$ cat src/rsbm_pkg.sv
`timescale 1ns / 1ps

package rsbm_pkg;

	// Fixed formats
	localparam int SAMPLE_BITS = 24;
	localparam int MAX_BLOCK   = 4096;
	localparam int CNT_W       = 13;
	localparam int MOD_W       = 16;
	localparam int SET_W       = 13;
	localparam int GAIN_W      = 32;
	// Ramp targets in Q7.24 need 29 signed bits (level offset 17 bits, shifted by 12)
	localparam int TGT_W       = 29;
	localparam int ADDR_W      = 4;
	localparam int DATA_W      = 32;

	localparam logic [SET_W-1:0] SET_RESET = SET_W'(4096);

	// Mixer datapath widths
	localparam int PROD_W = SAMPLE_BITS + GAIN_W;   // one lane product
	localparam int ACC_W  = PROD_W + 1;             // sum of two products
	localparam int W_W    = ACC_W - 24;             // wet sample after Q24 rounding
	localparam int D_W    = 33;                     // wet - dry, clamped to +-(2^32-1)
	localparam int TOT_W  = 66;                     // recombined split product
	localparam int R_W    = TOT_W - 24;             // rounded scaled difference
	localparam int O_W    = R_W + 1;

	localparam logic signed [ACC_W-1:0]  RND_HALF = ACC_W'(64'sd8388608);
	localparam logic signed [D_W:0]      D_MAX    = (D_W+1)'(64'sh0_FFFF_FFFF);
	localparam logic signed [D_W:0]      D_MIN    = -D_MAX;
	localparam logic signed [O_W-1:0]    S_MAX    = O_W'((64'sd1 <<< (SAMPLE_BITS-1)) - 1);
	localparam logic signed [O_W-1:0]    S_MIN    = -S_MAX - O_W'(1);
	localparam logic signed [GAIN_W:0]   G_MAX    = (GAIN_W+1)'(64'sh7FFF_FFFF);
	localparam logic signed [GAIN_W:0]   G_MIN    = -G_MAX - (GAIN_W+1)'(1);

	// Ramp register indexes
	localparam int NUM_RAMPS = 3;
	localparam int RAMP_W    = 2;
	localparam logic [RAMP_W-1:0] RAMP_DW  = 2'd0;
	localparam logic [RAMP_W-1:0] RAMP_IN  = 2'd1;
	localparam logic [RAMP_W-1:0] RAMP_BUS = 2'd2;

	// Command queue
	localparam int Q_DEPTH = 2;
	localparam int Q_PTR_W = $clog2(Q_DEPTH);
	localparam int Q_CNT_W = $clog2(Q_DEPTH + 1);

	// Serial divider: magnitude of (target - now) over the frame count
	localparam int DIV_N_W   = GAIN_W;
	localparam int DIV_CNT_W = $clog2(DIV_N_W);

	typedef enum logic {
		OP_PREP  = 1'b0,
		OP_FRAME = 1'b1
	} op_t;

	typedef enum logic [1:0] {
		REG_DRYWET  = 2'd0,
		REG_IN_LVL  = 2'd1,
		REG_BUS_LVL = 2'd2
	} reg_idx_t;

	typedef struct packed {
		op_t                            op;
		logic [CNT_W-1:0]               count;
		logic signed [TGT_W-1:0]        t_dw;
		logic signed [TGT_W-1:0]        t_in;
		logic signed [TGT_W-1:0]        t_bus;
		logic signed [SAMPLE_BITS-1:0]  in_l;
		logic signed [SAMPLE_BITS-1:0]  in_r;
		logic signed [SAMPLE_BITS-1:0]  bus_l;
		logic signed [SAMPLE_BITS-1:0]  bus_r;
	} cmd_t;

	typedef struct packed {
		logic                     start;
		logic signed [GAIN_W:0]   dividend;
		logic [CNT_W-1:0]         divisor;
	} div_req_t;

	typedef struct packed {
		logic                     done;
		logic signed [GAIN_W-1:0] quotient;
	} div_rsp_t;

	typedef enum logic [3:0] {
		ST_IDLE,
		ST_DIV_GO,
		ST_DIV_WAIT,
		ST_MUL_IN,
		ST_MUL_BUS,
		ST_SUM,
		ST_DIFF,
		ST_MUL_LO,
		ST_MUL_HI,
		ST_FIN,
		ST_OUT
	} back_state_t;

endpackage

$ cat src/rsbm_div.sv
`timescale 1ns / 1ps

module rsbm_div (
	input  logic                clk,
	input  logic                arst_n,
	input  rsbm_pkg::div_req_t  req,
	output rsbm_pkg::div_rsp_t  rsp
);
	import rsbm_pkg::*;

	logic                  busy_q;
	logic                  done_q;
	logic [DIV_CNT_W-1:0]  cnt_q;
	logic [CNT_W-1:0]      rem_q;
	logic [DIV_N_W-1:0]    num_q;
	logic [CNT_W-1:0]      den_q;
	logic                  neg_q;
	logic signed [GAIN_W-1:0] quo_q;

	logic [GAIN_W:0]       mag;
	logic [CNT_W:0]        trial;
	logic                  ge;
	logic [DIV_N_W-1:0]    num_next;
	logic [GAIN_W:0]       q_ext;
	logic signed [GAIN_W-1:0] q_sat;

	assign mag = req.dividend[GAIN_W] ? (GAIN_W+1)'(-req.dividend) : req.dividend;

	// One quotient bit per cycle, restoring form
	assign trial    = {rem_q, num_q[DIV_N_W-1]};
	assign ge       = (trial >= {1'b0, den_q});
	assign num_next = {num_q[DIV_N_W-2:0], ge};
	assign q_ext    = {1'b0, num_next};

	// Truncated quotient, saturated to 32 bits signed
	always_comb begin
		if (neg_q)
			q_sat = (q_ext > (GAIN_W+1)'(-G_MIN)) ? GAIN_W'(G_MIN) : GAIN_W'(-q_ext);
		else
			q_sat = (q_ext > (GAIN_W+1)'(G_MAX)) ? GAIN_W'(G_MAX) : GAIN_W'(q_ext);
	end

	always_ff @(posedge clk or negedge arst_n) begin
		if (!arst_n) begin
			busy_q <= 1'b0;
			done_q <= 1'b0;
			cnt_q  <= '0;
		end else begin
			done_q <= 1'b0;
			if (req.start) begin
				busy_q <= 1'b1;
				cnt_q  <= '0;
			end else if (busy_q) begin
				cnt_q <= cnt_q + DIV_CNT_W'(1);
				if (cnt_q == DIV_CNT_W'(DIV_N_W - 1)) begin
					busy_q <= 1'b0;
					done_q <= 1'b1;
				end
			end
		end
	end

	always_ff @(posedge clk) begin
		if (req.start) begin
			num_q <= mag[DIV_N_W-1:0];
			den_q <= req.divisor;
			neg_q <= req.dividend[GAIN_W];
			rem_q <= '0;
		end else if (busy_q) begin
			rem_q <= ge ? CNT_W'(trial - {1'b0, den_q}) : trial[CNT_W-1:0];
			num_q <= num_next;
			if (cnt_q == DIV_CNT_W'(DIV_N_W - 1))
				quo_q <= q_sat;
		end
	end

	assign rsp.done     = done_q;
	assign rsp.quotient = quo_q;

endmodule

$ cat config.mk
export PLATFORM = sky130hd
export DESIGN_NAME = rsbm_div
export DESIGN_NICKNAME = d
export VERILOG_FILES = /design/src/rsbm_pkg.sv /design/src/rsbm_div.sv
export SDC_FILE = /design/constraint.sdc
export NUM_CORES = 1
export LEC_CHECK = 0
export BUFFER_PORTS_ARGS = -buffer_cell sky130_fd_sc_hd__buf_2
export CORE_AREA = 5 5 123 125
export DETAILED_ROUTE_END_ITERATION = 10
export DIE_AREA = 0 0 128 130
export PLACE_DENSITY = 0.68
export SKIP_CTS_REPAIR_TIMING = 1
export SLEW_MARGIN = 10
export SYNTH_ARGS = -nofsm -noshare
export SYNTH_HDL_FRONTEND = slang
export SYNTH_SLANG_ARGS = --single-unit
$ cat constraint.sdc
create_clock -name clk -period 7.37 [get_ports clk]
set_input_delay 0.3685 -clock clk [delete_from_list [all_inputs] [get_ports clk]]
set_output_delay 0.3685 -clock clk [all_outputs]
set_load 0.02 [all_outputs]
# Word level (Yosys, flattened, before mapping)
# Index checks and enable logic that the tools add are counted.
# classes
n_addsub,4
n_mul,0
div_mod_pow,0
order_cmp,3
eq_ne,1
shifts,0
mux,15
bitwise_logic,1
n_reduce_logical,2
# op_table
op,n
$mux W32,6
$neg A32 Y32,2
$gt A32 B31 Y1 const B,1
$gt A32 B32 Y1 const B,1
$ge A14 B13 Y1,1
$mux W13,1
$sub A13 B13 Y13,1
$mux W5,2
$mux W1,6
$add A5 B1 Y5 const B,1
$eq A5 B5 Y1 const B,1
$reduce_and A3 Y1,1
$reduce_bool A2 Y1,1
$not A1 Y1,1
# word_totals
register_bits,98
latch_bits,0
mem_bits_rw,0
mem_bits_ro,0
in_bits,49
out_inout_bits,33
mem_count,0

# Logic depth before layout (Yosys ltp)
# depth
word_depth,4
mapped_depth,18
ltp_nobuf,15

# Worst setup path before layout
# OpenSTA, ideal clock, no wires.
# synth_path
kind,reg2reg
startpoint,register num_q[31]
endpoint,register quo_q[25] (data pin)
setup_ps,180
arrival_ps,3850
slack_ps,3340
path_stages_with_launch,18
path_buffers,2
synth_period_minus_slack_ps,4030
path_cell_list,edfxtp_1 > inv_1 > ha_1 > fa_1 > nor2b_1 > o22a_1 > a211oi_1 > a22oi_1 > inv_1 > buf_2 > ha_1 > or4b_1 > clkbuf_1 > nor4_4 > a31oi_1 > or3_1 > o32a_1 > o311ai_1
# synth_via
elab_chain_len,4
word_cells_on_any_way,7
classes_between,1 x add/sub; 3 x order compare; 3 x mux
# synth_lines
element,line_no,text
from (decl),rsbm_div.sv:15,logic [DIV_N_W-1:0] num_q;
from (signal assigned),rsbm_div.sv:65,num_q <= mag[DIV_N_W-1:0];
from (signal assigned),rsbm_div.sv:71,num_q <= num_next;
$ge A14 B13 Y1 *,rsbm_div.sv:31,"assign ge = (trial >= {1'b0, den_q});"
"$neg A32 Y32, or another cell as far along",rsbm_div.sv:38,q_sat = (q_ext > (GAIN_W+1)'(-G_MIN)) ? GAIN_W'(G_MIN) : GAIN_W'(-q_ext);
$mux W32 (on tied branches),"rsbm_div.sv:38, rsbm_div.sv:40",
$mux W32 *,rsbm_div.sv:37,if (neg_q)
named net q_sat[25],rsbm_div.sv:25,logic signed [GAIN_W-1:0] q_sat;
to (signal assigned),rsbm_div.sv:73,quo_q <= q_sat;
to (decl),rsbm_div.sv:18,logic signed [GAIN_W-1:0] quo_q;
# Mark *: on every way through the listed nets, which the timed path passes. The rest lies on a longest branch.
# A chain may end at the register's enable or synchronous reset.

# Final worst setup path
# Ends and elaborated chain as after synthesis.

==> flow_summary_export.csv <==
group,metric,value,unit
routing,ant_nets,0,
sta,setup_viol,0,
power,p_total,1.34,mW
yosys,synth.most_common_cell,"edfxtp_1",
yosys,synth_largest_area_cell,"edfxtp_1",
sta,hold_viol_final,0,
layout,nNetsFinal,784,
yosys,synth_xor_area_share,6.02,%
cts,clk_pin_slew,0.06,ns
floorplan,start_util,44.3,%
layout,area.sequential,2780,um^2
yosys,synthMuxAreaShare,1.02,%
floorplan,die_y,130,um
setup_path,cp-start-kind,"flip-flop",
yosys,synth_top_cell_area_share,38.4,%
routing,drt_iter0_markers,608,
yosys,async_flop_share,7.14,%
yosys,synthAdderAreaFrac,3.81,%
layout,antenna_cells,0,
placed_design,place_area,6640,um^2
yosys,synthTopCellsByArea,"edfxtp_1 (38%), xor2_1 (5.0%), nor2_1 (4.4%)",
layout,multi_input_area,3050,um^2
power,p_per_area,194,nW/um^2
yosys,syn_area,6110,um^2
power,ir_worst_vdd,0.0965,mV
power,switchingPower,0.374,mW
yosys,syn_inst,656,
global_routing,track_usage,18.9,%
placed_design,dp_cells,885,
sta,slew_violations,0,
yosys,synth_top_flop_cell,"edfxtp_1",
global_routing,grt_max_degree,75,
layout,finalNonFillerCells,902,
yosys,synth_compound_area_share,18.7,%
routing,vias,5348,
sta,clock.fmax,0.200,GHz
power,internal-power,0.965,mW
sta,maxSlewHeadroom,26.9,%
placed_design,dp_hpwl,11500,um
outcome,status,"complete, no violations",
sta,period_share,67.7,%
global_routing,grt_overflow,0,
floorplan,io_pins,82,
yosys,ys_ff_latch,98,
sta,min_period,4.99,ns
yosys,synthesis.nets,723,
layout,drive_gt1_share,15.9,%
routing,post_drt_wl_per_cell,17.4,um
global_routing,grt_pass1_vias,4946,
layout,num-fill-cells,1310,
cts,cts_root_buffer,"clkbuf_16",
placed_design,port_buffers,81,
sta,tightest_slew,1.09,ns
placed_design,gp_congestion,0.916,
setup_path,cp_max_fo,16,
job,cap_violations,0,
sta,setup_tns,0,ns
layout,area_delta_synth_final,13.2,%
setup_path,cp-end-kind,"flip-flop",
yosys,ys_seq_area_share,45.5,%
sta,fin_skew,0.00849,ns
cts,cts_sinks,98,
cts,numCtsBuffers,9,
yosys,synth_commonest_cells,"edfxtp_1 (78), nor2_1 (72), nand2_1 (59)",
routing,drt-total-wl,15700,um
layout,fin_area,6910,um^2
routing,firstDrtPassIters,5,
power,combinationalPowerShare,16.3,%
global_routing,grt_pass1_wl,25300,um
global_routing,grt_antenna_before_repair,0,
yosys,synth_cell_types,66,
cts,clk-insertion-delay-late,0.35,ns
routing,drc,0,
cts,cts_tree,"built",
floorplan,rows,43,
cts,htree_levels,3,
power,clockPowerShare,32.0,%
power,power.share.switching,28.0,%
power,leakagePower,2.66,nW
setup_path,worst-endpoint-required,7.50,ns
routing,viasPerCell,5.93,
yosys,synth_edf_count,78,
floorplan,core_area,13800,um^2
floorplan,die_width,128,um
placed_design,post-place-ws,2.47,ns
setup_path,critPathKind,"reg2reg",
yosys,yosysWarnings,0,
sta,fin_ws,2.38,ns
sta,rsz0062_at_grt,"no",
setup_path,cp.arrival,5.12,ns
yosys,syn_avg_cell_area,9.31,um^2
yosys,synth-simple-area-share,20.4,%
power,share_seq_of_total_power,51.7,%
cts,clock_path_buffers,2,
yosys,synth_top_family_by_area,"simple AND/OR/NAND/NOR gates",
floorplan,die-area,16600,um^2
min_path,holdCritPathClass,"in2reg",
[kinds of logic (layout without fill, tap and decap cells)]
kind of cell,Yosys count,after routing
multiplexers,6,6
adder cells (fa/ha/maj),18,18
AO/OA/AOI/OAI,173,173
AND/OR/NAND/NOR,248,248
flip-flops,98,98
buffers and inverters,71,137
XOR/XNOR,42,42
[routing by layer]
| metal | up-vias | global-route usage, % | part of all wire [%] |
|---|---|---|---|
| met5 | - | 0 | 0 |
| met4 | 0 | 7.62 | 2.1 |
| met3 | 27 | 3.60 | 7.2 |
| met2 | 209 | 29.2 | 44 |
| met1 | 2527 | 26.4 | 46 |
| li1 | 2585 | - | - |
[power groups by stage]
stage | clock network [mW] | registers [mW] | logic [mW]
after floorplan | 0 | 0.676 | 0.160
after global placement | 0 | 0.700 | 0.210
after detailed placement | 0 | 0.702 | 0.214
after CTS | 0.439 | 0.690 | 0.216
after global routing | 0.462 | 0.696 | 0.244
final | 0.429 | 0.692 | 0.218
[path summary, 6_finish.rpt]
check	slack, ns	end	cells after the start	start
setup / recovery	2.38	quo_q[25]$_DFFE_PP_	15	num_q[31]$_DFFE_PP_
hold / removal	0.19	den_q[4]$_DFFE_PP_	1	req[4]
setup reg to reg	2.38	quo_q[25]$_DFFE_PP_	15	num_q[31]$_DFFE_PP_
hold reg to reg	0.50	rem_q[4]$_SDFFE_PP0P_	2	rem_q[4]$_SDFFE_PP0P_
max in group asynchronous	6.83	busy_q$_DFF_PN0_	2	arst_n
min in group asynchronous	0.38	cnt_q[4]$_DFFE_PN0P_	2	arst_n
[cells in the final DEF, fill, tap and decap left out, types with 4 or more instances in the layout]
cell,count
a41oi_1,4
dfxtp_1,13
o311ai_1,5
dfrtp_1,7
xor2_1,35
a21oi_1,51
or2_2,4
a311oi_1,8
or4_1,7
nand4_1,8
nand3_1,19
xnor2_1,7
o22a_1,5
buf_2,81
o41ai_1,6
nor4_1,14
clkbuf_16,9
nor3_1,22
mux2i_1,4
inv_1,30
and3_1,5
o21ai_0,35
nor2b_1,5
nand2_1,59
buf_4,8
a21o_1,7
a211oi_1,6
o31ai_1,11
ha_1,17
nor2_1,72
or3_1,12
a31oi_1,9
edfxtp_1,78
[registers in the layout, indices dropped and copies added (netlist names)]
| name | cells |
|---|---|
| num_q | 32 |
| quo_q | 32 |
| den_q | 13 |
| rem_q | 13 |
| cnt_q | 5 |
| busy_q | 1 |
| done_q | 1 |
| neg_q | 1 |
[area by class of cell]
class	count	share of cell area, %
well taps	180	3.26
inverters	31	1.68
multi-input cells	487	44.2
flip-flops and latches	98	40.2
repair buffers	90	6.88
clock buffers	13	3.62
clock inverters	3	0.217
[stage by stage]
step                      util (%)  hold WS [ns]
final                         50.2         0.191
after global routing          50.2         0.182
after CTS                     50.1        -0.161
after detailed placement      48.2         0.211
after global placement        48.2         0.202
after floorplan                  -        0.0729
[critical path, stage by stage (launching register included)]
cell	delay [ns]
edfxtp_1	0.36
inv_1	0.08
ha_1	0.18
fa_1	0.21
nor2b_1	0.07
o22a_1	0.22
a211oi_1	0.34
a22oi_1	0.15
inv_1	0.49
ha_1	0.32
or4b_1	0.60
nor4_4	0.41
a31oi_1	0.47
or3_1	0.48
o32a_1	0.28
o311ai_1	0.10
Note: power is estimated with default switching activity, not from simulation.
