$ cat config.mk
export PLATFORM = sky130hd
export DESIGN_NAME = rsbm_fifo
export DESIGN_NICKNAME = d
export VERILOG_FILES = /design/src/rsbm_pkg.sv /design/src/rsbm_fifo.sv
export SDC_FILE = /design/constraint.sdc
export NUM_CORES = 1
export LEC_CHECK = 0
export BUFFER_PORTS_ARGS = -buffer_cell sky130_fd_sc_hd__buf_2
export CAP_MARGIN = 20
export CORE_UTILIZATION = 52
export CTS_CLUSTER_SIZE = 25
export DETAILED_ROUTE_END_ITERATION = 10
export GPL_TIMING_DRIVEN = 0
export MAX_ROUTING_LAYER = met4
export PLACE_DENSITY = 0.76
export SYNTH_ARGS = -nofsm -noshare
export SYNTH_HDL_FRONTEND = slang
export SYNTH_SLANG_ARGS = --single-unit
$ cat constraint.sdc
create_clock -name clk -period 11.7 [get_ports clk]
set_input_delay 1.755 -clock clk [delete_from_list [all_inputs] [get_ports clk]]
set_output_delay 1.755 -clock clk [all_outputs]
set_load 0.05 [all_outputs]
$ cat src/rsbm_pkg.sv
`timescale 1ns / 1ps

package rsbm_pkg;

	// Fixed formats
	localparam int SAMPLE_BITS = 24;
	localparam int MAX_BLOCK   = 4096;
	localparam int CNT_W       = 13;
	localparam int MOD_W       = 16;
	localparam int SET_W       = 13;
	localparam int GAIN_W      = 32;
	// Ramp targets in Q7.24 need 29 signed bits (level offset 17 bits, shifted by 12)
	localparam int TGT_W       = 29;
	localparam int ADDR_W      = 4;
	localparam int DATA_W      = 32;

	localparam logic [SET_W-1:0] SET_RESET = SET_W'(4096);

	// Mixer datapath widths
	localparam int PROD_W = SAMPLE_BITS + GAIN_W;   // one lane product
	localparam int ACC_W  = PROD_W + 1;             // sum of two products
	localparam int W_W    = ACC_W - 24;             // wet sample after Q24 rounding
	localparam int D_W    = 33;                     // wet - dry, clamped to +-(2^32-1)
	localparam int TOT_W  = 66;                     // recombined split product
	localparam int R_W    = TOT_W - 24;             // rounded scaled difference
	localparam int O_W    = R_W + 1;

	localparam logic signed [ACC_W-1:0]  RND_HALF = ACC_W'(64'sd8388608);
	localparam logic signed [D_W:0]      D_MAX    = (D_W+1)'(64'sh0_FFFF_FFFF);
	localparam logic signed [D_W:0]      D_MIN    = -D_MAX;
	localparam logic signed [O_W-1:0]    S_MAX    = O_W'((64'sd1 <<< (SAMPLE_BITS-1)) - 1);
	localparam logic signed [O_W-1:0]    S_MIN    = -S_MAX - O_W'(1);
	localparam logic signed [GAIN_W:0]   G_MAX    = (GAIN_W+1)'(64'sh7FFF_FFFF);
	localparam logic signed [GAIN_W:0]   G_MIN    = -G_MAX - (GAIN_W+1)'(1);

	// Ramp register indexes
	localparam int NUM_RAMPS = 3;
	localparam int RAMP_W    = 2;
	localparam logic [RAMP_W-1:0] RAMP_DW  = 2'd0;
	localparam logic [RAMP_W-1:0] RAMP_IN  = 2'd1;
	localparam logic [RAMP_W-1:0] RAMP_BUS = 2'd2;

	// Command queue
	localparam int Q_DEPTH = 2;
	localparam int Q_PTR_W = $clog2(Q_DEPTH);
	localparam int Q_CNT_W = $clog2(Q_DEPTH + 1);

	// Serial divider: magnitude of (target - now) over the frame count
	localparam int DIV_N_W   = GAIN_W;
	localparam int DIV_CNT_W = $clog2(DIV_N_W);

	typedef enum logic {
		OP_PREP  = 1'b0,
		OP_FRAME = 1'b1
	} op_t;

	typedef enum logic [1:0] {
		REG_DRYWET  = 2'd0,
		REG_IN_LVL  = 2'd1,
		REG_BUS_LVL = 2'd2
	} reg_idx_t;

	typedef struct packed {
		op_t                            op;
		logic [CNT_W-1:0]               count;
		logic signed [TGT_W-1:0]        t_dw;
		logic signed [TGT_W-1:0]        t_in;
		logic signed [TGT_W-1:0]        t_bus;
		logic signed [SAMPLE_BITS-1:0]  in_l;
		logic signed [SAMPLE_BITS-1:0]  in_r;
		logic signed [SAMPLE_BITS-1:0]  bus_l;
		logic signed [SAMPLE_BITS-1:0]  bus_r;
	} cmd_t;

	typedef struct packed {
		logic                     start;
		logic signed [GAIN_W:0]   dividend;
		logic [CNT_W-1:0]         divisor;
	} div_req_t;

	typedef struct packed {
		logic                     done;
		logic signed [GAIN_W-1:0] quotient;
	} div_rsp_t;

	typedef enum logic [3:0] {
		ST_IDLE,
		ST_DIV_GO,
		ST_DIV_WAIT,
		ST_MUL_IN,
		ST_MUL_BUS,
		ST_SUM,
		ST_DIFF,
		ST_MUL_LO,
		ST_MUL_HI,
		ST_FIN,
		ST_OUT
	} back_state_t;

endpackage

$ cat src/rsbm_fifo.sv
`timescale 1ns / 1ps

module rsbm_fifo (
	input  logic            clk,
	input  logic            arst_n,
	input  logic            push,
	input  rsbm_pkg::cmd_t  push_data,
	output logic            full,
	input  logic            pop,
	output rsbm_pkg::cmd_t  head,
	output logic            empty
);
	import rsbm_pkg::*;

	cmd_t                 mem [Q_DEPTH];
	logic [Q_PTR_W-1:0]   wr_ptr_q;
	logic [Q_PTR_W-1:0]   rd_ptr_q;
	logic [Q_CNT_W-1:0]   cnt_q;

	assign full  = (cnt_q == Q_CNT_W'(Q_DEPTH));
	assign empty = (cnt_q == '0);
	assign head  = mem[rd_ptr_q];

	always_ff @(posedge clk) begin
		if (push)
			mem[wr_ptr_q] <= push_data;
	end

	// Pointers and fill level
	always_ff @(posedge clk or negedge arst_n) begin
		if (!arst_n) begin
			wr_ptr_q <= '0;
			rd_ptr_q <= '0;
			cnt_q    <= '0;
		end else begin
			if (push)
				wr_ptr_q <= (wr_ptr_q == Q_PTR_W'(Q_DEPTH - 1)) ? '0 : wr_ptr_q + Q_PTR_W'(1);
			if (pop)
				rd_ptr_q <= (rd_ptr_q == Q_PTR_W'(Q_DEPTH - 1)) ? '0 : rd_ptr_q + Q_PTR_W'(1);
			if (push && !pop)
				cnt_q <= cnt_q + Q_CNT_W'(1);
			else if (pop && !push)
				cnt_q <= cnt_q - Q_CNT_W'(1);
		end
	end

endmodule

## After elaboration in Yosys (flattened, before gate mapping)

Memory sizes are Yosys's and may differ from the RTL's.
Index checks and enable logic that the tools add are counted.

| cells by class | value |
|---|---|
| $add $sub $neg | 4 |
| mux-type cells | 6 |
| $mul | 0 |
| div/mod/pow operators | 0 |
| reduce and logical (&&, ||, !) cells | 6 |
| shift-type cells | 0 |
| bitwise gates (word level) | 0 |
| eq/ne operators | 1 |
| $lt $le $gt $ge | 0 |

Operator list:

| cell | count |
|---|---|
| 1-bit 2-to-1 mux | 4 |
| 2-bit 2-to-1 mux | 2 |
| 1-bit adder, second input constant | 2 |
| 2-bit by 1-bit adder with 2-bit output, second input constant | 1 |
| 2-bit == test, second input constant | 1 |
| 1-bit logical AND | 2 |
| 1-bit logical NOT | 2 |
| 2-bit logical NOT | 1 |
| 2-bit nonzero test | 1 |
| 2-bit by 1-bit subtractor with 2-bit output, second input constant | 1 |

| storage, ports and cells | value |
|---|---|
| bits of input ports | 201 |
| memory bits (read-only) | 0 |
| latch bits | 0 |
| memories kept | 1 |
| logic and storage cells | 21 |
| output and inout port bits | 199 |
| bits in registers | 4 |
| bits in writable memories | 394 |

Memory list:

| name | words | width | read ports | clocked after memory_dff | write ports | RTL line | text |
|---|---|---|---|---|---|---|---|
| mem | 2 | 197 | 1 | 0 | 1 | rsbm_fifo.sv:15 | `cmd_t mem [Q_DEPTH];` |

## Depth between registers and ports, before layout

| depth | value |
|---|---|
| depth after elaboration | 4 |
| gate-level depth with buffers | 5 |
| mapped depth without buffers | 5 |

## Least setup slack after synthesis

No wires, ideal clock.

| path | value |
|---|---|
| path type | input to register |
| start | input push |
| end | memory mem[0][0] (netlist name), enable pin |
| data required time | 10.919 ns |
| arrival time | 10.250 ns |
| stages on the path | 1 |
| setup slack | 0.669 ns |
| setup time | 0.781 ns |
| cell sequence | nor2b_1 |

| on the way | value |
|---|---|
| cells in the longest elaborated chain, start to end | 2 |

Ends and longest elaborated chain:

| item | RTL line | text |
|---|---|---|
| from (decl) | rsbm_fifo.sv:6 | `input logic push,` |
| 1-bit 2-to-1 mux | rsbm_fifo.sv:25 | `if (push)` |
| 1-bit 2-to-1 mux (not written as such) | rsbm_fifo.sv:26 | `mem[wr_ptr_q] <= push_data;` |
| to (decl) | rsbm_fifo.sv:15 |  |

No other way between the ends.

==> summary.txt <==
CLOCKING
----------------------------------------------------------------------------
Setup Fix Bufs, Post-CTS ......................................            0
Hold Buf Count CTS ............................................            0
Maximum level of the CTS H-tree ...............................            2
CTS tree ......................................................          yes
Clock latency on the worst-skew pair ..........................      0.51 ns
Clock-pin transition on the worst setup and hold timing paths .      0.06 ns
Clock root buffer master ...................................... sky130_fd_sc_hd__clkbuf_16
Clock buffers created by TritonCTS ............................           40
PostCTS Resize Cnt ............................................            0
Clk sink count ................................................          398
Buffer depth of the longest clock path ........................            3

YOSYS
----------------------------------------------------------------------------
Leading cell types by total area after synthesis .............. sky130_fd_sc_hd__edfxtp_1 80%, sky130_fd_sc_hd__mux2_4 10%, sky130_fd_sc_hd__mux2_2 7.3%
Synthesized flop and latch total ..............................          398
Part of the Yosys area used for sequential elements ...........       80.51%
Cell type with the highest aggregate area in the netlist ...... sky130_fd_sc_hd__edfxtp_1
Post-synthesis instance total .................................          629
Post-Synthesis Cell Area ......................................  0.01482 mm2
Top cell type's share of synthesized area .....................       79.84%
Number of warnings printed during yosys synthesis .............            0
Mapped Avg Cell Area ..........................................    23.56 um2
Distinct cell type count of the synthesized netlist ...........           13
Post-synth net total ..........................................          831

PWR
----------------------------------------------------------------------------
Net switching power ...........................................     2.171 mW
Peak supply drop ..............................................    0.2065 mV
Total power ...................................................     5.442 mW
Power per cell area ........................................... 290.4 mW/mm2
Internal power ................................................     3.271 mW
Sequential Power Share ........................................        35.9%
Proportion of power drawn by combinational gates ..............        43.1%
Leak pwr ......................................................     7.377 nW
Net switching fraction of the power ...........................       39.89%
Part of the power in the clock network ........................        21.1%

DETAILED ROUTING
----------------------------------------------------------------------------
Average wire per standard cell ................................     19.63 um
Detail-routed via count per cell ..............................        4.984
Count of TritonRoute iterations in the first routing pass .....            4
Routed vias ...................................................         7456
WL final ......................................................     29360 um
DRC viols .....................................................            0
Detailed Route Iter0 Violations ...............................          323
Antenna violation net count after detailed routing ............            0

PLACE
----------------------------------------------------------------------------
Total instance count after detailed placement .................         1416
Final estimated routing congestion in global placement ........       0.7849
Setup WS pre-CTS ..............................................     8.025 ns
Placed instance area ..........................................  0.01754 mm2
Detailed placer's ending HPWL .................................     21120 um
Number of port buffers ........................................          399

TIMING
----------------------------------------------------------------------------
Final Hold Slack ..............................................    0.5152 ns
Period minus WS final .........................................     3.755 ns
Top achievable clock speed ....................................   0.2663 GHz
Setup TNS .....................................................         0 ns
Number of max-slew violations in the final report .............            0
Final hold violations .........................................            0
Tightest Pin Transition .......................................    0.6254 ns
Max-Slew Margin vs Limit ......................................       58.22%
Setup clock skew after layout .................................   0.01179 ns
Post-layout worst setup margin ................................     7.945 ns
Number of setup violations in the final report ................            0
Fin crit share ................................................       32.09%
Setup repair after global routing missed its margin ...........           no

FLOORPLAN
----------------------------------------------------------------------------
Die outline area ..............................................  0.02918 mm2
Core area .....................................................  0.02793 mm2
Rows ..........................................................           61
Overall die width .............................................     170.8 um
Initial Util ..................................................       53.05%
Number of I/O pins ............................................          400
Die Y-Extent ..................................................     170.8 um

SETUP PATH
----------------------------------------------------------------------------
Reg-to-reg endpoint ...........................................  mem[0][141]
Kind of launch point of the worst setup path ..................    flip-flop
Required arrival time at the worst endpoint ...................      9.95 ns
CP Class ...................................................... flip-flop to primary output
Worst-case reg-to-reg path depth ..............................            5
Startpoint of the most critical register-to-register path .....     wr_ptr_q
Type of destination of the critical path ...................... primary output
WP data arrival ...............................................      2.00 ns
Critical path peak fanout .....................................           10
Minimum setup slack among reg-to-reg paths ....................      9.54 ns

WORST HOLD PATH
----------------------------------------------------------------------------
Number of cells on the worst hold path ........................            1
Hold Path Sink ................................................     cnt_q[1]
Worst hold path startpoint ....................................     cnt_q[1]
Hold/Removal Path Class ....................................... flip-flop to flip-flop

RUN STATUS
----------------------------------------------------------------------------
Status ........................................................ finished, final reports clean

LAYOUT
----------------------------------------------------------------------------
Layout overhead on the synthesized area .......................       26.48%
Proportion of layout cells with a drive suffix above 1 ........       61.64%
Layout Utilization ............................................       67.10%
Post-route cell area ..........................................  0.01874 mm2
Count of nets after finishing .................................         1282
Number of non-filler instances in the completed layout ........         1496

GLOBAL ROUTING
----------------------------------------------------------------------------
Global-route wire length before repair ........................     42190 um
All-layer global routing usage ................................       20.22%
GR Overflow Total .............................................            0
Via count of the first global-routing pass ....................         7825
Initial antenna violation count ...............................            9
Largest net degree at the start of global routing .............           65

JOB
----------------------------------------------------------------------------
Number of max-cap violations ..................................            0

[how the worst max path moves through the flow]
| stage | endpoint | start | slack [ns] | cells past startpoint |
|---|---|---|---|---|
| after floorplan | mem[0][0] | push | 0.67 | 1 |
| after global placement | mem[0][141] | push | -4.50 | 2 |
| after detailed placement | mem[0][146] | push | 8.03 | 6 |
| after CTS | head[120] | rd_ptr_q | 7.90 | 5 |
| after global routing | head[125] | rd_ptr_q | 7.86 | 5 |
| final | head[120] | rd_ptr_q | 7.95 | 5 |
[layout make-up]
type | count | area (um2)
Clock inverter | 19 | 117.6
Tap cell | 378 | 473.0
Clock buffer | 51 | 1064
Timing Repair Buffer | 409 | 2235
Buffer | 22 | 203.9
Fill cell | 1872 | 9191
Multi-Input combinational cell | 208 | 2690
Inverter | 1 | 3.754
Antenna cell | 10 | 25.02
Sequential cell | 398 | 11930
[kinds of logic (layout without fill, tap and decap cells)]
family / count (synthesis) / after routing / synth area share (%)
other: 0 / 10 / 0
DFF: 398 / 398 / 80.51
xor gates and xnor gates: 5 / 5 / 0.2955
and+or+nand+nor: 5 / 5 / 0.1773
muxes: 197 / 197 / 17.53
adders and majority gates: 1 / 1 / 0.08442
buffers and inverters: 23 / 502 / 1.401
[layer usage]
metal	vias to the layer above	share of wire [%]	global-route usage (%)
met5	-	0	-
met4	0	2.1	6.677
li1	3436	-	-
met1	3628	35	20.67
met3	49	11	8.328
met2	343	51	35.03
[registers in the layout (all words and copies together) (netlist names)]
signal    count
mem         394
wr_ptr_q      1
rd_ptr_q      1
cnt_q         2
[Yosys cell counts, drive strengths merged]
cell type / count
and2: 1
buf: 22
dfrtp: 4
edfxtp: 394
ha: 1
inv: 1
mux2: 197
nor2: 2
nor2b: 2
xnor2: 1
xor2: 4
[power by group through the flow]
stage	sequential (mW)	combinational, mW	clock [mW]
after floorplan	2.04	1.84	0
after global placement	2.10	2.30	0
after detailed placement	1.98	2.36	0
after CTS	1.95	2.37	1.17
after global routing	1.97	2.45	1.22
final	1.95	2.34	1.15
[critical path, cell delays in order (launching register included)]
cell	delay (ns)
sky130_fd_sc_hd__dfrtp_1	0.35
sky130_fd_sc_hd__buf_6	0.16
sky130_fd_sc_hd__buf_6	0.21
sky130_fd_sc_hd__buf_6	0.21
sky130_fd_sc_hd__mux2_4	0.31
sky130_fd_sc_hd__buf_2	0.22
[cells in the final DEF, fill, tap and decap left out]
cell type and instances:
sky130_fd_sc_hd__buf_2 406, sky130_fd_sc_hd__edfxtp_1 394, sky130_fd_sc_hd__mux2_4 101, sky130_fd_sc_hd__mux2_2 96, sky130_fd_sc_hd__clkbuf_16 41, sky130_fd_sc_hd__buf_6 15, sky130_fd_sc_hd__diode_2 10, sky130_fd_sc_hd__clkbuf_1 10
sky130_fd_sc_hd__clkinv_2 9, sky130_fd_sc_hd__clkinv_1 7, sky130_fd_sc_hd__buf_12 5, sky130_fd_sc_hd__buf_16 5, sky130_fd_sc_hd__xor2_1 4, sky130_fd_sc_hd__dfrtp_1 4, sky130_fd_sc_hd__nor2_1 2, sky130_fd_sc_hd__inv_1 1
sky130_fd_sc_hd__and2_4 1, sky130_fd_sc_hd__nor2b_1 1, sky130_fd_sc_hd__nor2b_4 1, sky130_fd_sc_hd__xnor2_1 1, sky130_fd_sc_hd__ha_1 1, sky130_fd_sc_hd__clkinv_4 1, sky130_fd_sc_hd__bufinv_16 1, sky130_fd_sc_hd__clkinvlp_4 1
No activity file was read; power rests on OpenSTA's default activity.
