## config.mk

```make
export PLATFORM = sky130hd
export DESIGN_NAME = rsbm_front_flat
export DESIGN_NICKNAME = d
export VERILOG_FILES = /design/src/rsbm_pkg.sv /design/src/rsbm_if.sv /design/src/rsbm_front.sv /design/src/flat_wrapper.sv
export SDC_FILE = /design/constraint.sdc
export NUM_CORES = 1
export LEC_CHECK = 0
export ABC_AREA = 1
export BUFFER_PORTS_ARGS = -buffer_cell sky130_fd_sc_hd__buf_2
export CORE_AREA = 5 5 164 166
export CTS_BUF_LIST = sky130_fd_sc_hd__clkbuf_2
export DETAILED_ROUTE_END_ITERATION = 12
export DIE_AREA = 0 0 169 171
export GPL_ROUTABILITY_DRIVEN = 0
export GPL_TIMING_DRIVEN = 0
export PLACE_DENSITY = 0.47
export SLEW_MARGIN = 15
export SYNTH_ARGS = -nofsm -noshare
export SYNTH_HDL_FRONTEND = slang
export SYNTH_SLANG_ARGS = --single-unit
```

## constraint.sdc

```tcl
create_clock -name clk -period 4.5 [get_ports clk]
set_clock_uncertainty 0.05 [all_clocks]
set_input_delay 0.9 -clock clk [delete_from_list [all_inputs] [get_ports clk]]
set_output_delay 0.9 -clock clk [all_outputs]
set_load 0.1 [all_outputs]
```

## src/rsbm_pkg.sv

```systemverilog
`timescale 1ns / 1ps

package rsbm_pkg;

	// Fixed formats
	localparam int SAMPLE_BITS = 24;
	localparam int MAX_BLOCK   = 4096;
	localparam int CNT_W       = 13;
	localparam int MOD_W       = 16;
	localparam int SET_W       = 13;
	localparam int GAIN_W      = 32;
	// Ramp targets in Q7.24 need 29 signed bits (level offset 17 bits, shifted by 12)
	localparam int TGT_W       = 29;
	localparam int ADDR_W      = 4;
	localparam int DATA_W      = 32;

	localparam logic [SET_W-1:0] SET_RESET = SET_W'(4096);

	// Mixer datapath widths
	localparam int PROD_W = SAMPLE_BITS + GAIN_W;   // one lane product
	localparam int ACC_W  = PROD_W + 1;             // sum of two products
	localparam int W_W    = ACC_W - 24;             // wet sample after Q24 rounding
	localparam int D_W    = 33;                     // wet - dry, clamped to +-(2^32-1)
	localparam int TOT_W  = 66;                     // recombined split product
	localparam int R_W    = TOT_W - 24;             // rounded scaled difference
	localparam int O_W    = R_W + 1;

	localparam logic signed [ACC_W-1:0]  RND_HALF = ACC_W'(64'sd8388608);
	localparam logic signed [D_W:0]      D_MAX    = (D_W+1)'(64'sh0_FFFF_FFFF);
	localparam logic signed [D_W:0]      D_MIN    = -D_MAX;
	localparam logic signed [O_W-1:0]    S_MAX    = O_W'((64'sd1 <<< (SAMPLE_BITS-1)) - 1);
	localparam logic signed [O_W-1:0]    S_MIN    = -S_MAX - O_W'(1);
	localparam logic signed [GAIN_W:0]   G_MAX    = (GAIN_W+1)'(64'sh7FFF_FFFF);
	localparam logic signed [GAIN_W:0]   G_MIN    = -G_MAX - (GAIN_W+1)'(1);

	// Ramp register indexes
	localparam int NUM_RAMPS = 3;
	localparam int RAMP_W    = 2;
	localparam logic [RAMP_W-1:0] RAMP_DW  = 2'd0;
	localparam logic [RAMP_W-1:0] RAMP_IN  = 2'd1;
	localparam logic [RAMP_W-1:0] RAMP_BUS = 2'd2;

	// Command queue
	localparam int Q_DEPTH = 2;
	localparam int Q_PTR_W = $clog2(Q_DEPTH);
	localparam int Q_CNT_W = $clog2(Q_DEPTH + 1);

	// Serial divider: magnitude of (target - now) over the frame count
	localparam int DIV_N_W   = GAIN_W;
	localparam int DIV_CNT_W = $clog2(DIV_N_W);

	typedef enum logic {
		OP_PREP  = 1'b0,
		OP_FRAME = 1'b1
	} op_t;

	typedef enum logic [1:0] {
		REG_DRYWET  = 2'd0,
		REG_IN_LVL  = 2'd1,
		REG_BUS_LVL = 2'd2
	} reg_idx_t;

	typedef struct packed {
		op_t                            op;
		logic [CNT_W-1:0]               count;
		logic signed [TGT_W-1:0]        t_dw;
		logic signed [TGT_W-1:0]        t_in;
		logic signed [TGT_W-1:0]        t_bus;
		logic signed [SAMPLE_BITS-1:0]  in_l;
		logic signed [SAMPLE_BITS-1:0]  in_r;
		logic signed [SAMPLE_BITS-1:0]  bus_l;
		logic signed [SAMPLE_BITS-1:0]  bus_r;
	} cmd_t;

	typedef struct packed {
		logic                     start;
		logic signed [GAIN_W:0]   dividend;
		logic [CNT_W-1:0]         divisor;
	} div_req_t;

	typedef struct packed {
		logic                     done;
		logic signed [GAIN_W-1:0] quotient;
	} div_rsp_t;

	typedef enum logic [3:0] {
		ST_IDLE,
		ST_DIV_GO,
		ST_DIV_WAIT,
		ST_MUL_IN,
		ST_MUL_BUS,
		ST_SUM,
		ST_DIFF,
		ST_MUL_LO,
		ST_MUL_HI,
		ST_FIN,
		ST_OUT
	} back_state_t;

endpackage

```

## src/rsbm_if.sv

```systemverilog
`timescale 1ns / 1ps

// Command channel: prepare and frame beats
interface rsbm_cmd_if;
	import rsbm_pkg::*;

	logic                           valid;
	logic                           ready;
	logic                           opcode;
	logic [CNT_W-1:0]               frame_count;
	logic signed [MOD_W-1:0]        mod_mix;
	logic signed [MOD_W-1:0]        mod_input_level;
	logic signed [MOD_W-1:0]        mod_bus_level;
	logic signed [SAMPLE_BITS-1:0]  in_left;
	logic signed [SAMPLE_BITS-1:0]  in_right;
	logic signed [SAMPLE_BITS-1:0]  bus_left;
	logic signed [SAMPLE_BITS-1:0]  bus_right;

	modport source (
		output valid, opcode, frame_count, mod_mix, mod_input_level, mod_bus_level,
		output in_left, in_right, bus_left, bus_right,
		input  ready
	);

	modport sink (
		input  valid, opcode, frame_count, mod_mix, mod_input_level, mod_bus_level,
		input  in_left, in_right, bus_left, bus_right,
		output ready
	);
endinterface


```

## src/rsbm_front.sv

```systemverilog
`timescale 1ns / 1ps

module rsbm_front (
	input  logic                          clk,
	input  logic                          arst_n,
	input  logic                          psel,
	input  logic                          penable,
	input  logic                          pwrite,
	input  logic [rsbm_pkg::ADDR_W-1:0]   paddr,
	input  logic [rsbm_pkg::DATA_W-1:0]   pwdata,
	output logic [rsbm_pkg::DATA_W-1:0]   prdata,
	output logic                          pready,
	rsbm_cmd_if.sink                      cmd,
	output logic                          push,
	output rsbm_pkg::cmd_t                push_data,
	input  logic                          full
);
	import rsbm_pkg::*;

	logic [SET_W-1:0] drywet_q;
	logic [SET_W-1:0] in_lvl_q;
	logic [SET_W-1:0] bus_lvl_q;

	logic              wr_en;
	reg_idx_t          reg_idx;
	logic signed [17:0] dw_sum;
	logic [SET_W-1:0]  dw_clamped;
	logic signed [17:0] lvl_in;
	logic signed [17:0] lvl_bus;

	assign pready  = 1'b1;
	assign wr_en   = psel && penable && pwrite && pready;
	assign reg_idx = reg_idx_t'(paddr[ADDR_W-1:2]);

	// Setting registers
	always_ff @(posedge clk or negedge arst_n) begin
		if (!arst_n) begin
			drywet_q  <= SET_RESET;
			in_lvl_q  <= SET_RESET;
			bus_lvl_q <= SET_RESET;
		end else if (wr_en) begin
			unique case (reg_idx)
				REG_DRYWET:  drywet_q  <= pwdata[SET_W-1:0];
				REG_IN_LVL:  in_lvl_q  <= pwdata[SET_W-1:0];
				REG_BUS_LVL: bus_lvl_q <= pwdata[SET_W-1:0];
				default: ;
			endcase
		end
	end

	// Readback
	always_comb begin
		unique case (reg_idx)
			REG_DRYWET:  prdata = DATA_W'(drywet_q);
			REG_IN_LVL:  prdata = DATA_W'(in_lvl_q);
			REG_BUS_LVL: prdata = DATA_W'(bus_lvl_q);
			default:     prdata = '0;
		endcase
	end

	// Dry/wet target: setting + offset, clamped to 0..1
	assign dw_sum = $signed({5'b0, drywet_q}) + 18'(cmd.mod_mix);
	always_comb begin
		if (dw_sum < 18'sd0)
			dw_clamped = '0;
		else if (dw_sum > 18'sd4096)
			dw_clamped = SET_W'(4096);
		else
			dw_clamped = dw_sum[SET_W-1:0];
	end

	// Level targets: (setting - 0.5) * 2 + offset, always within 17 signed bits
	assign lvl_in  = $signed({4'b0, in_lvl_q, 1'b0}) - 18'sd4096 + 18'(cmd.mod_input_level);
	assign lvl_bus = $signed({4'b0, bus_lvl_q, 1'b0}) - 18'sd4096 + 18'(cmd.mod_bus_level);

	// Classify and queue the beat
	assign cmd.ready = !full;
	assign push      = cmd.valid && !full;

	always_comb begin
		push_data.op    = op_t'(cmd.opcode);
		push_data.count = (cmd.frame_count > CNT_W'(MAX_BLOCK)) ?
			CNT_W'(MAX_BLOCK) : cmd.frame_count;
		push_data.t_dw  = $signed({4'b0, dw_clamped, 12'b0});
		push_data.t_in  = $signed({lvl_in[16:0], 12'b0});
		push_data.t_bus = $signed({lvl_bus[16:0], 12'b0});
		push_data.in_l  = cmd.in_left;
		push_data.in_r  = cmd.in_right;
		push_data.bus_l = cmd.bus_left;
		push_data.bus_r = cmd.bus_right;
	end

endmodule

```

## src/flat_wrapper.sv

```systemverilog
// flat-port wrapper written by rule: the top's interface ports become plain ports
module rsbm_front_flat import rsbm_pkg::*;
  (clk, arst_n, psel, penable, pwrite, paddr, pwdata, prdata, pready, push, push_data, full, cmd_valid, cmd_opcode, cmd_frame_count, cmd_mod_mix, cmd_mod_input_level, cmd_mod_bus_level, cmd_in_left, cmd_in_right, cmd_bus_left, cmd_bus_right, cmd_ready);
  rsbm_cmd_if cmd_i ();
  input  logic clk;
  input  logic arst_n;
  input  logic psel;
  input  logic penable;
  input  logic pwrite;
  input  logic [rsbm_pkg::ADDR_W-1:0] paddr;
  input  logic [rsbm_pkg::DATA_W-1:0] pwdata;
  output logic [rsbm_pkg::DATA_W-1:0] prdata;
  output logic pready;
  output logic push;
  output rsbm_pkg::cmd_t push_data;
  input  logic full;
  input wire logic [$bits(cmd_i.valid)-1:0] cmd_valid;
  input wire logic [$bits(cmd_i.opcode)-1:0] cmd_opcode;
  input wire logic [$bits(cmd_i.frame_count)-1:0] cmd_frame_count;
  input wire logic [$bits(cmd_i.mod_mix)-1:0] cmd_mod_mix;
  input wire logic [$bits(cmd_i.mod_input_level)-1:0] cmd_mod_input_level;
  input wire logic [$bits(cmd_i.mod_bus_level)-1:0] cmd_mod_bus_level;
  input wire logic [$bits(cmd_i.in_left)-1:0] cmd_in_left;
  input wire logic [$bits(cmd_i.in_right)-1:0] cmd_in_right;
  input wire logic [$bits(cmd_i.bus_left)-1:0] cmd_bus_left;
  input wire logic [$bits(cmd_i.bus_right)-1:0] cmd_bus_right;
  output wire logic [$bits(cmd_i.ready)-1:0] cmd_ready;
  assign cmd_i.valid = cmd_valid;
  assign cmd_i.opcode = cmd_opcode;
  assign cmd_i.frame_count = cmd_frame_count;
  assign cmd_i.mod_mix = cmd_mod_mix;
  assign cmd_i.mod_input_level = cmd_mod_input_level;
  assign cmd_i.mod_bus_level = cmd_mod_bus_level;
  assign cmd_i.in_left = cmd_in_left;
  assign cmd_i.in_right = cmd_in_right;
  assign cmd_i.bus_left = cmd_bus_left;
  assign cmd_i.bus_right = cmd_bus_right;
  assign cmd_ready = cmd_i.ready;
  rsbm_front u_core (.clk(clk), .arst_n(arst_n), .psel(psel), .penable(penable), .pwrite(pwrite), .paddr(paddr), .pwdata(pwdata), .prdata(prdata), .pready(pready), .cmd(cmd_i), .push(push), .push_data(push_data), .full(full));
endmodule
```

# Word-level counts from Yosys, hierarchy flattened
# Cells that the tools add are included.
dict set report word_totals {
  ff_bits 39
  in_bits 201
  word_cells 25
}
dict set report classes {
  add_sub_neg 5
  order_cmp 3
  n_eq_ne 2
  mux 4
  n_reduce_logical 8
}
# op n
set op_table {}
lappend op_table {{$mux W13} 3}
lappend op_table {{$pmux W13 S3} 1}
lappend op_table {{$add A15 B16 Y17} 2}
lappend op_table {{$sub A14 B13 Y15 const B} 2}
lappend op_table {{$gt A18 B14 Y1 const B} 1}
lappend op_table {{$lt A18 B1 Y1 const B} 1}
lappend op_table {{$add A14 B16 Y17} 1}
lappend op_table {{$gt A13 B13 Y1 const B} 1}
lappend op_table {{$reduce_and A2 Y1} 3}
lappend op_table {{$logic_and A1 B1 Y1} 3}
lappend op_table {{$eq A2 B1 Y1 const B} 1}
lappend op_table {{$eq A2 B2 Y1 const B} 1}
lappend op_table {{$logic_not A2 Y1} 1}
lappend op_table {{$logic_not A1 Y1} 1}

# Logic depth before layout (Yosys ltp)
# Gate-level depths: netlist of the first run.
dict set report depth {
  word_depth 4
  mapped_depth 17
  depth_no_buf 16
}

# Least setup slack after synthesis of the first run
# Ideal clock, no wire load.
dict set report synth_timing {
  path_kind {input -> output}
  from {input cmd_mod_mix[0]}
  to {output push_data[166] (netlist bit)}
  arrival_time_ns 3.865
  required_ns 3.550
  setup_slack_ns -0.315
  cell_stages 12
  n_path_buf 0
  cell_sequence {ha_1 -> inv_1 -> fa_1 -> inv_1 -> or2_2 -> nor2_1 -> nand3_1 -> nor2_1 -> nand3_1 -> nor2_1 -> nand3_2 -> a21oi_1}
}
# element line_no
set synth_rtl {}
lappend synth_rtl {{start, declared} flat_wrapper.sv:20} ;# input wire logic [$bits(cmd_i.mod_mix)-1:0] cmd_mod_mix;
lappend synth_rtl {{end, declared} flat_wrapper.sv:15} ;# output rsbm_pkg::cmd_t push_data;

==> flow_summary_export.csv, run 1 <==
group,metric,value,unit
setup_path,r2r_cells,2,
drt,viasPerCell,3.90,
placed_design,preCtsSetupSlack,0.142,ns
clock_tree,hold_buffers,0,
floorplanning,start_util,21.6,%
yosys,yosysTopAreaCell,"buf_4",
sta,finalMaxSlewViolations,0,
setup_path,critPathKind,"in -> out",
power,power_frac_comb,81.5,%
final_layout,final_core_util,29.6,%
final_layout,nNetsFinal,1390,
sta,setup_ws,0.249,ns
yosys,synth_top_cells_by_area,"buf_4 (22%), dfrtp_1 (16%), nand2_1 (14%)",
final_layout,drive_gt1_share,39.4,%
final_layout,mostFrequentLayoutCells,"buf_2 (243), nand2_1 (210), buf_4 (159)",
min_path,holdPathEnd,"u_core.in_lvl_q[12]",
setup_path,crit_required,3.55,ns
floorplanning,die_w,169,um
grt,grt_pass1_wl,30600,um
power,power,4.18,mW
outcome,outcome,"completed",
sta,maxSlewHeadroom,41.2,%
final_layout,syn2layout_area_growth,36.9,%
power,switching_share,70.8,%
yosys,synth_cells,824,
setup_path,r2r_start,"u_core.drywet_q[12]",
yosys,synth_top_area_share,21.7,%
clock_tree,cts.path.max_buffers,2,
power,max-vdd-ir-drop,485,uV
yosys,yosysUniqueCellTypes,39,
floorplanning,die-area,0.0289,mm^2
final_layout,final_common_cell,"buf_2",
clock_tree,cts_made_buffers,5,
final_layout,n_fill_cell,2837,
power,clockPowerShare,6.5,%
sta,min_period,4.25,ns
setup_path,reg2reg_to,"u_core.drywet_q[12]",
clock_tree,post-cts-setup-buffers,0,
setup_path,crit_fanout,10,
yosys,ys_ff_latch,39,
grt,grt_antenna_before_repair,3,
drt,drt_iter0_drc,150,
min_path,worstHoldStart,"u_core.in_lvl_q[12]",
grt,grt_max_degree,40,
power,p_seq_share,12.0,%
power,switchingPower,2.96,mW
min_path,hp-class,"reg -> reg",
setup_path,critPathCaptureType,"primary output",
grt,grt_usage,13.3,%
sta,tightestPinTransition,0.883,ns
min_path,holdPathStages,2,
sta,hold_viol,0,
clock_tree,cts_htree_levels,2,
placed_design,dpl_cell_area,0.00741,mm^2
power,p_per_area,555,mW/mm^2
floorplanning,coreArea,0.0255,mm^2
clock_tree,root_buffer,"clkbuf_2",
yosys,yosysWarnings,0,
placed_design,dpl.hpwl,19000,um
sta,whs,0.456,ns
grt,grt.overflow.total,0,
floorplanning,io_pins,433,
setup_path,crit_arrival,3.30,ns
clock_tree,clk_pin_slew_worst_paths,0.19,ns
drt,post_drt_wl_per_cell,14.1,um
drt,vias,5770,
grt,grt_pass1_vias,5617,
floorplanning,std_cell_rows,59,
placed_design,io_buffers,252,
power,internal_power,1.22,mW
setup_path,startpoint_type,"input port",
sta,fin_crit_sh,94.5,%
yosys,ys_seq_area_share,17.8,%
drt,drc,0,
clock_tree,clock_sinks,39,
final_layout,fin_area,0.00753,mm^2
power,leakagePower,4.53,nW
setup_path,r2r_slack,3.62,ns
clock_tree,ctsResizeCount,0,
clock_tree,cts_tree,"built",
sta,grt_setup_unrepaired,"no",
yosys,synth_area_per_cell,6.68,um^2
drt,firstDrtPassIters,5,
run,maxCapViolCount,0,
yosys,syn_area,0.00550,mm^2
sta,max_freq,235,MHz
drt,ant_nets,0,
drt,routed_wl,20900,um
sta,setup_violations,0,
clock_tree,clkLatencyLatePin,0.39,ns
floorplanning,die_h,171,um
-- metal layers --
metal	part of all wire (%)	GRT usage [%]
met5	0.16	0
met4	0.99	2.45
met3	9.5	4.27
met2	51	24.8
met1	38	15.1
-- worst max path at each step --
stage / from / to
3_3_place_gp: cmd_mod_mix[0] / push_data[169]
4_1_cts: cmd_mod_mix[0] / push_data[169]
5_1_grt: cmd_mod_mix[0] / push_data[167]
2_1_floorplan: cmd_mod_mix[0] / push_data[166]
6_report: cmd_mod_mix[0] / push_data[178]
3_5_place_dp: cmd_mod_mix[0] / push_data[169]
-- cell families (layout without fill, tap and decap cells) --
logic type | after synthesis | in the layout | synth area share (%)
flops | 39 | 39 | 17.8
fa+ha+maj | 48 | 48 | 11.3
buf+inv | 271 | 531 | 29.6
compound gates | 108 | 108 | 11.3
other cells | 2 | 61 | 0.137
simple gates | 327 | 327 | 25.2
xor+xnor | 29 | 29 | 4.62
-- power by group through the flow --
stage               logic [mW]  clock network (mW)  registers [mW]
finish                    3.41               0.273           0.500
global route              3.61               0.287           0.517
CTS                       3.42               0.280           0.503
detailed placement        3.41                   0           0.510
global placement          3.41                   0           0.510
floorplan                 2.94                   0           0.475
-- metrics by stage --
step	instances	TNS (ns)
2_1_floorplan	882	-0.630
3_5_place_dp	1469	0
5_1_grt	1478	0
3_3_place_gp	1469	0
6_report	1478	0
4_1_cts	1477	0
-- cell type report --
cell class	count	area (um^2)	area share [%]
repair buffers	252	1290	17.1
plain buffers	174	1270	16.8
flip-flops and latches	39	980	13.0
inverters	97	364	4.83
diodes	1	2.50	0.0332
clock inverters	2	60.1	0.797
well taps	335	419	5.56
clock buffers	6	30.0	0.399
multi-input cells	572	3120	41.5
-- registers in the layout, summed over array words and instances, names as in the netlist --
register,cells
u_core.bus_lvl_q,13
u_core.drywet_q,13
u_core.in_lvl_q,13
-- cell usage after synthesis (all sizes together) --
cell,number
a211oi,1
nor3,5
conb,2
a21oi,46
xnor2,6
a31oi,3
dfrtp,36
nand2,212
nand3b,5
nor2,40
and3,1
inv,97
ha,45
o31ai,2
nor3b,1
o31a,1
a21o,5
clkbuf,12
nand3,51
xor2,23
o21ai,46
or2,3
o221ai,3
fa,3
a21boi,1
dfstp,3
nand4,8
and2,1
buf,162
-- critical path: stages --
cell and delay (ns):
buf_2 0.08, ha_1 0.19, inv_1 0.07, fa_1 0.40, inv_1 0.09, nand2_1 0.05, nand2_1 0.07, nand3_2 0.07
nand2_1 0.14, nand2_1 0.09, nand2_1 0.09, nand2_1 0.05, nand2_1 0.07, nor2_2 0.06, a21oi_2 0.23, buf_6 0.21
buf_2 0.45
Power figures use the tool's default switching activity.
==> run 2, diff against run 1 <==
CAP_MARGIN = 5   (was not set)
CELL_PAD_IN_SITES_DETAIL_PLACEMENT = 0   (was not set)
CELL_PAD_IN_SITES_GLOBAL_PLACEMENT = 1   (was not set)
PLACE_DENSITY = 0.68   (was 0.47)
SKIP_LAST_GASP = 1   (was not set)
==> flow_summary_export.csv, run 2 (synthesized netlist as in run 1, its figures left out) <==
group,metric,value,unit
outcome,outcome,"completed",
power,max-vdd-ir-drop,475,uV
floorplanning,die_w,169,um
grt,grt.overflow.total,0,
setup_path,r2r_start,"u_core.drywet_q[12]",
power,power,4.11,mW
floorplanning,coreArea,0.0255,mm^2
grt,grt_antenna_before_repair,2,
final_layout,top_regs,"u_core.bus_lvl_q (13), u_core.drywet_q (13), u_core.in_lvl_q (13)",
grt,grt_pass1_vias,5402,
placed_design,dp_cells,1469,
setup_path,path_common_cell,"nand2_1",
final_layout,final_core_util,29.4,%
final_layout,n_fill_cell,2838,
drt,routed_wl,20200,um
grt,grt_pass1_wl,29100,um
floorplanning,die-area,0.0289,mm^2
clock_tree,cts_htree_levels,2,
setup_path,critPathCaptureType,"primary output",
drt,post_drt_wl_per_cell,13.7,um
setup_path,startpoint_type,"input port",
drt,drt_iter0_drc,217,
sta,fin_crit_sh,94.9,%
setup_path,crit_required,3.55,ns
final_layout,mostFrequentLayoutCells,"buf_2 (246), nand2_1 (210), buf_4 (159)",
final_layout,syn2layout_area_growth,36.3,%
sta,tightestPinTransition,0.867,ns
floorplanning,std_cell_rows,59,
drt,vias,5737,
sta,grt_setup_unrepaired,"no",
grt,grt_max_degree,40,
sta,min_period,4.27,ns
setup_path,crit_arrival,3.32,ns
sta,max_freq,234,MHz
placed_design,dpl.hpwl,18200,um
setup_path,crit_chain,"buf_2 -> ha_1 -> inv_1 -> fa_1 -> inv_1 -> nand2_1 -> nand2_1 -> nand3_2 -> nand2_1 -> nand2_1 -> nand3_1 -> nand2_1 -> nor2_2 -> a21oi_2 -> buf_6 -> a21oi_2 -> buf_2",
setup_path,critPathKind,"in -> out",
drt,viasPerCell,3.88,
power,p_per_area,548,mW/mm^2
clock_tree,cts_made_buffers,5,
clock_tree,clkLatencyLatePin,0.40,ns
clock_tree,root_buffer,"clkbuf_2",
setup_path,crit_fanout,10,
clock_tree,post-cts-setup-buffers,0,
drt,firstDrtPassIters,4,
clock_tree,cts_tree,"built",
sta,setup_violations,0,
final_layout,final_common_cell,"buf_2",
run,maxCapViolCount,0,
setup_path,slowest_delay,0.44,ns
sta,hold_viol,0,
clock_tree,clk_pin_slew_worst_paths,0.17,ns
grt,grt_usage,12.7,%
sta,whs,0.459,ns
final_layout,final_cells,1477,
final_layout,drive_gt1_share,39.3,%
floorplanning,io_pins,433,
clock_tree,clock_sinks,39,
drt,ant_nets,0,
sta,setup-tns-final,0,ns
setup_path,cp_slowest_cell,"buf_2",
min_path,hp-class,"reg -> reg",
min_path,worstHoldStart,"u_core.bus_lvl_q[11]",
final_layout,diodes,0,
power,leakagePower,4.52,nW
floorplanning,die_h,171,um
floorplanning,start_util,21.6,%
placed_design,io_buffers,252,
clock_tree,cts.path.max_buffers,2,
drt,drc,0,
sta,maxSlewHeadroom,42.2,%
sta,finalMaxSlewViolations,0,
setup_path,critPathLaunch,"cmd_mod_mix[0]",
final_layout,nNetsFinal,1390,
run 2: changes by cell type in the layout (fill, tap and decap cells not counted):
cell       before  now
clkinv_2        0    1
buf_2         243  246
clkinv_1        0    1
clkbuf_4       10    7
bufinv_16       2    1
diode_2         1    0
clkbuf_2        6    5
run 2: area by class of cell:
| cell class | count | area [um^2] | area share, % |
|---|---|---|---|
| multi-input cells | 572 | 3120 | 41.7 |
| repair buffers | 252 | 1280 | 17.1 |
| plain buffers | 174 | 1270 | 16.9 |
| flip-flops and latches | 39 | 980 | 13.1 |
| well taps | 335 | 419 | 5.59 |
| inverters | 97 | 364 | 4.86 |
| clock inverters | 3 | 38.8 | 0.517 |
| clock buffers | 5 | 25.0 | 0.334 |
run 2: through the flow:
stage / area (um^2) / setup slack [ns]
5_1_grt: 7500 / 0.0177
3_5_place_dp: 7410 / 0.129
4_1_cts: 7480 / 0.133
3_3_place_gp: 7410 / 0.140
6_report: 7500 / 0.229
2_1_floorplan: 5730 / -0.315
run 2: what timing repair did:
item,CTS,global route
hold endpoints to repair,0,0
hold buffers,0,0
resized for setup,0,7
endpoints found under the setup margin,0,7
run 2: final timing paths:
path / end / slack, ns / cells past startpoint
min reg2reg: u_core.bus_lvl_q[11] / 0.46 / 2
min: u_core.bus_lvl_q[11] / 0.46 / 2
min in group asynchronous: u_core.bus_lvl_q[5] / 0.49 / 1
max in group asynchronous: u_core.in_lvl_q[2] / 3.33 / 1
max: push_data[171] / 0.23 / 17
max reg2reg: u_core.drywet_q[12] / 3.62 / 2
run 2: routing by layer:
metal / GRT usage, % / share of wire [%] / up-vias
met5: 0 / 0.13 / -
met4: 1.61 / 0.59 / 4
met3: 3.40 / 9.0 / 13
met2: 24.2 / 51 / 253
met1: 14.6 / 39 / 2427
li1: - / - / 3040
run 2: critical path: cells and delay by family:
family	cells	cell delay, ns
AO/OA/AOI/OAI	2	0.25
adder cells (fa/ha/maj)	2	0.58
buffers and inverters	5	0.84
AND/OR/NAND/NOR	8	0.76
run 2: power by group:
part / internal, mW / switching, mW / total (mW)
Combinational: 0.637 / 2.75 / 3.39
Clock: 0.0914 / 0.120 / 0.212
Sequential: 0.425 / 0.0810 / 0.506
==> run 3, diff against run 2 <==
--- a/constraint.sdc
+++ b/constraint.sdc
@@ -4,2 +4,2 @@
 set_output_delay 0.9 -clock clk [all_outputs]
-set_load 0.1 [all_outputs]
+set_load 0.05 [all_outputs]
==> flow_summary_export.csv, run 3 (synthesized netlist as in run 1, its figures left out) <==
group,metric,value,unit
placed_design,io_buffers,252,
drt,post_drt_wl_per_cell,13.8,um
sta,tightestPinTransition,0.888,ns
setup_path,r2r_cells,2,
power,switchingPower,1.90,mW
clock_tree,cts.path.max_buffers,2,
floorplanning,die_h,171,um
floorplanning,io_pins,433,
power,clockPowerShare,5.1,%
grt,grt_usage,13.0,%
final_layout,top_regs,"u_core.bus_lvl_q (13), u_core.drywet_q (13), u_core.in_lvl_q (13)",
final_layout,mostFrequentLayoutCells,"buf_2 (253), nand2_1 (210), buf_4 (159)",
setup_path,cp_slowest_cell,"fa_1",
clock_tree,post-cts-setup-buffers,0,
setup_path,r2r_start,"u_core.drywet_q[12]",
floorplanning,coreArea,0.0255,mm^2
min_path,holdPathStages,2,
setup_path,startpoint_type,"input port",
setup_path,slowest_delay,0.40,ns
setup_path,crit_family,"simple AND/OR/NAND/NOR gates",
clock_tree,cts_made_buffers,5,
clock_tree,cts_tree,"built",
setup_path,crit_fanout,10,
clock_tree,clkLatencyLatePin,0.40,ns
final_layout,syn2layout_area_growth,35.2,%
grt,grt_antenna_before_repair,5,
sta,maxSlewHeadroom,40.8,%
sta,hold_viol,0,
sta,min_period,4.18,ns
setup_path,path_common_cell,"nand2_1",
min_path,worstHoldStart,"u_core.bus_lvl_q[12]",
outcome,outcome,"completed",
floorplanning,start_util,21.6,%
drt,vias,5773,
sta,setup_violations,0,
clock_tree,clock_sinks,39,
final_layout,diodes,0,
final_layout,final_common_cell,"buf_2",
sta,whs,0.454,ns
power,power_frac_comb,78.0,%
power,max-vdd-ir-drop,313,uV
clock_tree,ctsResizeCount,0,
drt,drt_iter0_drc,200,
setup_path,critPathCaptureType,"primary output",
sta,setup-tns-final,0,ns
drt,ant_nets,0,
run,maxCapViolCount,0,
setup_path,critPathKind,"in -> out",
sta,grt_setup_unrepaired,"no",
drt,routed_wl,20400,um
drt,drc,0,
floorplanning,die-area,0.0289,mm^2
power,switching_share,63.4,%
sta,fin_crit_sh,92.8,%
power,p_seq_share,16.9,%
grt,grt_pass1_wl,29900,um
clock_tree,hold_buffers,0,
sta,max_freq,239,MHz
power,internal_power,1.10,mW
final_layout,nNetsFinal,1390,
placed_design,dpl.hpwl,18500,um
setup_path,crit_chain,"buf_2 -> ha_1 -> inv_1 -> fa_1 -> inv_1 -> nand2_1 -> nand2_1 -> nand3_2 -> nand2_1 -> nand2_1 -> nand2_1 -> nand2_1 -> nand2_1 -> nand2_1 -> nor2_2 -> nand3_2 -> buf_6 -> a21oi_2 -> buf_2",
setup_path,crit_arrival,3.23,ns
drt,firstDrtPassIters,4,
min_path,hp-class,"reg -> reg",
clock_tree,clk_pin_slew_worst_paths,0.18,ns
final_layout,final_core_util,29.2,%
setup_path,crit_buf_inv,5,
setup_path,reg2reg_to,"u_core.drywet_q[12]",
grt,grt_pass1_vias,5592,
power,leakagePower,4.51,nW
clock_tree,cts_htree_levels,2,
drt,viasPerCell,3.91,
grt,grt_max_degree,40,
clock_tree,root_buffer,"clkbuf_2",
min_path,holdPathEnd,"u_core.bus_lvl_q[12]",
setup_path,crit_required,3.55,ns
grt,grt.overflow.total,0,
sta,finalMaxSlewViolations,0,
setup_path,r2r_slack,3.63,ns
power,p_per_area,403,mW/mm^2
floorplanning,std_cell_rows,59,
floorplanning,die_w,169,um
final_layout,drive_gt1_share,39.1,%
run 3: cell count changes in the layout (fill, tap and decap cells not counted):
| cell | before | now |
|---|---|---|
| xor2_2 | 2 | 0 |
| bufinv_16 | 1 | 0 |
| xor2_1 | 21 | 23 |
| clkbuf_2 | 5 | 6 |
| clkbuf_4 | 7 | 0 |
| buf_2 | 246 | 253 |
run 3: how the worst max path moves through the flow:
stage	start	end	slack, ns	cells after the start
4_1_cts	cmd_mod_mix[0]	push_data[176]	0.22	19
5_1_grt	cmd_mod_mix[0]	push_data[176]	0.06	19
3_5_place_dp	cmd_mod_mix[0]	push_data[176]	0.22	19
6_report	cmd_mod_mix[0]	push_data[176]	0.32	19
2_1_floorplan	cmd_mod_mix[0]	push_data[166]	0.38	12
3_3_place_gp	cmd_mod_mix[0]	push_data[176]	0.22	19
run 3: power by group through the flow:
stage	sequential, mW	combinational, mW	clock (mW)
2_1_floorplan	0.475	1.88	0
3_3_place_gp	0.514	2.35	0
3_5_place_dp	0.515	2.36	0
4_1_cts	0.508	2.37	0.161
5_1_grt	0.520	2.54	0.175
6_report	0.506	2.34	0.154
run 3: area by class of cell:
type                       instances  area, um^2
inverter                          97         364
tap                              335         419
fill                            2893       18000
clock buffer                       6        30.0
buffer                           174        1270
multi-input combinational        572        3110
timing repair buffer             252        1260
clock inverter                     2        8.76
sequential                        39         980
run 3: per-stage QoR:
stage	instance area, um^2	power, mW	setup WS (ns)	instances
after floorplan	5720	2.35	0.382	882
after global placement	7400	2.87	0.223	1469
after detailed placement	7400	2.87	0.222	1469
after CTS	7440	3.03	0.219	1477
after global routing	7440	3.24	0.0586	1477
final	7440	3.00	0.324	1477
run 3: layer usage:
layer  GRT usage, %  up-vias  share of wire [%]
met5              0        -               0.39
met4           2.00       10               0.91
met3           4.07       21                 10
met2           24.6      251                 50
met1           14.5     2455                 38
li1               -     3036                  -
run 3: worst reg2reg max path: stages (launching register included):
cell	delay [ns]
dfstp_2	0.62
nand2_1	0.06
o21ai_0	0.08
